File: config.mk
export PLATFORM = sky130hd
export DESIGN_NAME = twd_ram
export DESIGN_NICKNAME = d
export VERILOG_FILES = /design/src/twd_ram.sv
export SDC_FILE = /design/constraint.sdc
export NUM_CORES = 1
export LEC_CHECK = 0
export ABC_AREA = 1
export BUFFER_PORTS_ARGS = -buffer_cell sky130_fd_sc_hd__buf_4
export CORE_MARGIN = 4
export CORE_UTILIZATION = 50
export DETAILED_ROUTE_END_ITERATION = 7
export MAX_ROUTING_LAYER = met4
export PLACE_DENSITY_LB_ADDON = 0.3
export SYNTH_ARGS = -nofsm -noshare
export SYNTH_HDL_FRONTEND = slang
export SYNTH_SLANG_ARGS = --single-unit
File: constraint.sdc
create_clock -name clk -period 2.23 [get_ports clk]
set_clock_uncertainty 0.1 [all_clocks]
set_input_delay 0 -clock clk [delete_from_list [all_inputs] [get_ports clk]]
set_output_delay 0 -clock clk [all_outputs]
set_load 0.05 [all_outputs]
File: src/twd_ram.sv
// Simple dual-port RAM: one write port, one read port, registered read data
module twd_ram #(
  parameter int WIDTH = 8,
  parameter int DEPTH = 16,
  localparam int AW = (DEPTH > 1) ? $clog2(DEPTH) : 1
) (
  input  logic             clk,
  input  logic             wr_en,
  input  logic [AW-1:0]    wr_addr,
  input  logic [WIDTH-1:0] wr_data,
  input  logic             rd_en,
  input  logic [AW-1:0]    rd_addr,
  output logic [WIDTH-1:0] rd_data
);

  logic [WIDTH-1:0] mem [DEPTH];

  always_ff @(posedge clk) begin
    if (wr_en) begin
      mem[wr_addr] <= wr_data;
    end
    if (rd_en) begin
      rd_data <= mem[rd_addr];
    end
  end

endmodule

==> impl_metrics.ini <==
[status]
status = finished clean

[clocking]
post_cts_resized = 0
cts_tree = built
clock_sink_count = 136
clk_pin_slew_worst_paths_ns = 0.05
cts_root_buffer = clkbuf_16
cts_inserted_buffers = 17
clk_latency_ns = 0.41
htree_num_levels = 4
cts_buffer_depth = 2

[grt]
met3_usage_pct = 5.65
grt_max_degree = 65
gr-total-overflow = 0
grtUsageMet2_pct = 32.9
gr-usage-all-layers_pct = 21.2
antenna_found_initial = 0
top_usage_layer = met2
grt_pass1_wl_um = 19900
global_route.usage.met1_pct = 26.2
grt_pass1_vias = 3764

[sta]
rsz0062_at_grt = no
period_share_pct = 72.2
drv_slew = 0
hold_viol = 0
fmax_ghz = 0.621
max-slew-margin-rel_pct = 47.2
setup_viol_count_final = 0
min_period_ns = 1.61
tightest_slew_ns = 0.789
fin_setup_tns_ns = 0

[logic_synthesis]
ys_types = 11
yosys_warnings = 0
syn-cell-area_um2 = 5850
synthesis.nets = 570
synth_cells = 551
avgSynthCellArea_um2 = 10.6
ys_seq_area_share_pct = 69.8
ys_ff_latch = 136

[die]
die_h_um = 116
dieArea_um2 = 13500
die_x_um = 116
num_rows = 39
start_util_pct = 51.2
ios = 27
core_area_um2 = 11400

[routing]
routed_wl_um = 12900
firstDrtPassIters = 5
wl_per_cell_um = 17.2
ant_nets = 0
vias_per_cell = 5.17
num_vias = 3859
drc_errors = 0
drt_iter0_drc = 412

[power]
p_leak_nw = 2.90
ir_worst_vdd_mv = 0.629
power.density_nw_per_um2 = 847

[setup_path]
arrival_ns = 1.67
cp-startpoint = rd_addr[2]
r2r_cells = 6
worstReg2RegStart = mem[1][0]
timing.critical_path.to = rd_data[0]
critPathMaxFanout = 17
rrSetupSlack_ns = 0.93
crit_type = in2reg
endpoint_kind = flop
startpoint_type = input port
worstPathRequired_ns = 2.28
rr_endpoint = rd_data[0]

[final_layout]
drive_above_1_share_pct = 9.62
num-fill-cells = 953
diodes = 0
fin_util_pct = 59.1
syn2layout_area_growth_pct = 15.5
nNetsFinal = 612

[run]
drv_cap = 0

[placed_design]
hpwl_um = 7710
io_buffer_count = 26
place.gp.congestion = 0.930

[min_path]
hold_path_class = in2reg
-- cells by family after synthesis --
| logic type | synth area share [%] |
|---|---|
| buf+inv | 9.39 |
| simple gates | 20.8 |
| flops | 69.8 |
-- routing by layer --
| layer | vias up | wire length [um] |
|---|---|---|
| li1 | 1864 | - |
| met1 | 1815 | 5360 |
| met2 | 156 | 6210 |
| met3 | 24 | 971 |
| met4 | 0 | 320 |
| met5 | - | 0 |
-- area by class of cell --
| cell class | instances | area, um^2 | share of cell area [%] |
|---|---|---|---|
| timing repair buffer | 47 | 393 | 5.82 |
| multi-input combinational | 289 | 1210 | 18.0 |
| sequential | 136 | 4080 | 60.5 |
| clock inverter | 8 | 58.8 | 0.871 |
| tap | 143 | 179 | 2.65 |
| clock buffer | 21 | 440 | 6.52 |
| inverter | 102 | 383 | 5.67 |
-- layout by cell type, fill, tap and decap left out, drive strengths merged --
cell type and instances:
buf 36, edfxtp 136, bufinv 1, clkinv 7
dlygate4sd3 11, nand3 97, nor2 17, clkbuf 21
inv 102, nand2 173, nand3b 2
-- synth_stat cells --
| cell | number | area, um^2 |
|---|---|---|
| nand3_1 | 97 | 485 |
| buf_4 | 4 | 30.0 |
| buf_1 | 1 | 3.75 |
| edfxtp_1 | 136 | 4080 |
| buf_2 | 13 | 65.1 |
| inv_2 | 2 | 7.51 |
| inv_1 | 100 | 375 |
| nand2_1 | 173 | 649 |
| nand3b_1 | 2 | 15.0 |
| nor2_1 | 17 | 63.8 |
| buf_6 | 6 | 67.6 |
-- metrics by stage --
step	power, mW	instance area (um^2)	setup WS, ns	cells	hold slack, ns
4_1_cts	5.75	6750	0.641	746	0.105
6_report	5.72	6750	0.619	746	0.118
3_3_place_gp	3.33	6140	0.646	706	0.222
2_1_floorplan	3.19	5850	1.18	551	-0.00113
5_1_grt	5.93	6750	0.567	746	0.160
3_5_place_dp	3.34	6140	0.637	706	0.231
-- flip-flops by register name (all words and copies together) (netlist names) --
signal   count
rd_data      8
mem        128
-- worst max-delay path, cell delays in order --
cell	delay (ns)
dlygate4sd3_1	0.54
buf_4	0.21
inv_1	0.45
nand3_1	0.21
nand3_1	0.17
nand2_1	0.08
-- timing repair --
| item | in CTS | in global routing |
|---|---|---|
| hold buffers | 11 | 0 |
| hold endpoints to repair | 144 | 0 |
| buffers inserted | 0 | 0 |
-- report_power, final --
group          switching [mW]  internal, mW
clock network           0.930          1.49
registers              0.0177          2.88
logic                   0.283         0.122
-- worst min path at each step --
stage	from	slack (ns)	endpoint	cells after the start
after floorplan	wr_data[0]	-0.001	mem[0][0]	0
after global placement	rd_en	0.22	rd_data[0]	1
after detailed placement	rd_en	0.23	rd_data[0]	1
after CTS	wr_addr[3]	0.10	mem[3][2]	4
after global routing	wr_en	0.16	mem[3][0]	3
final	wr_addr[3]	0.12	mem[3][0]	4
Note: power is estimated with default switching activity, not from simulation.
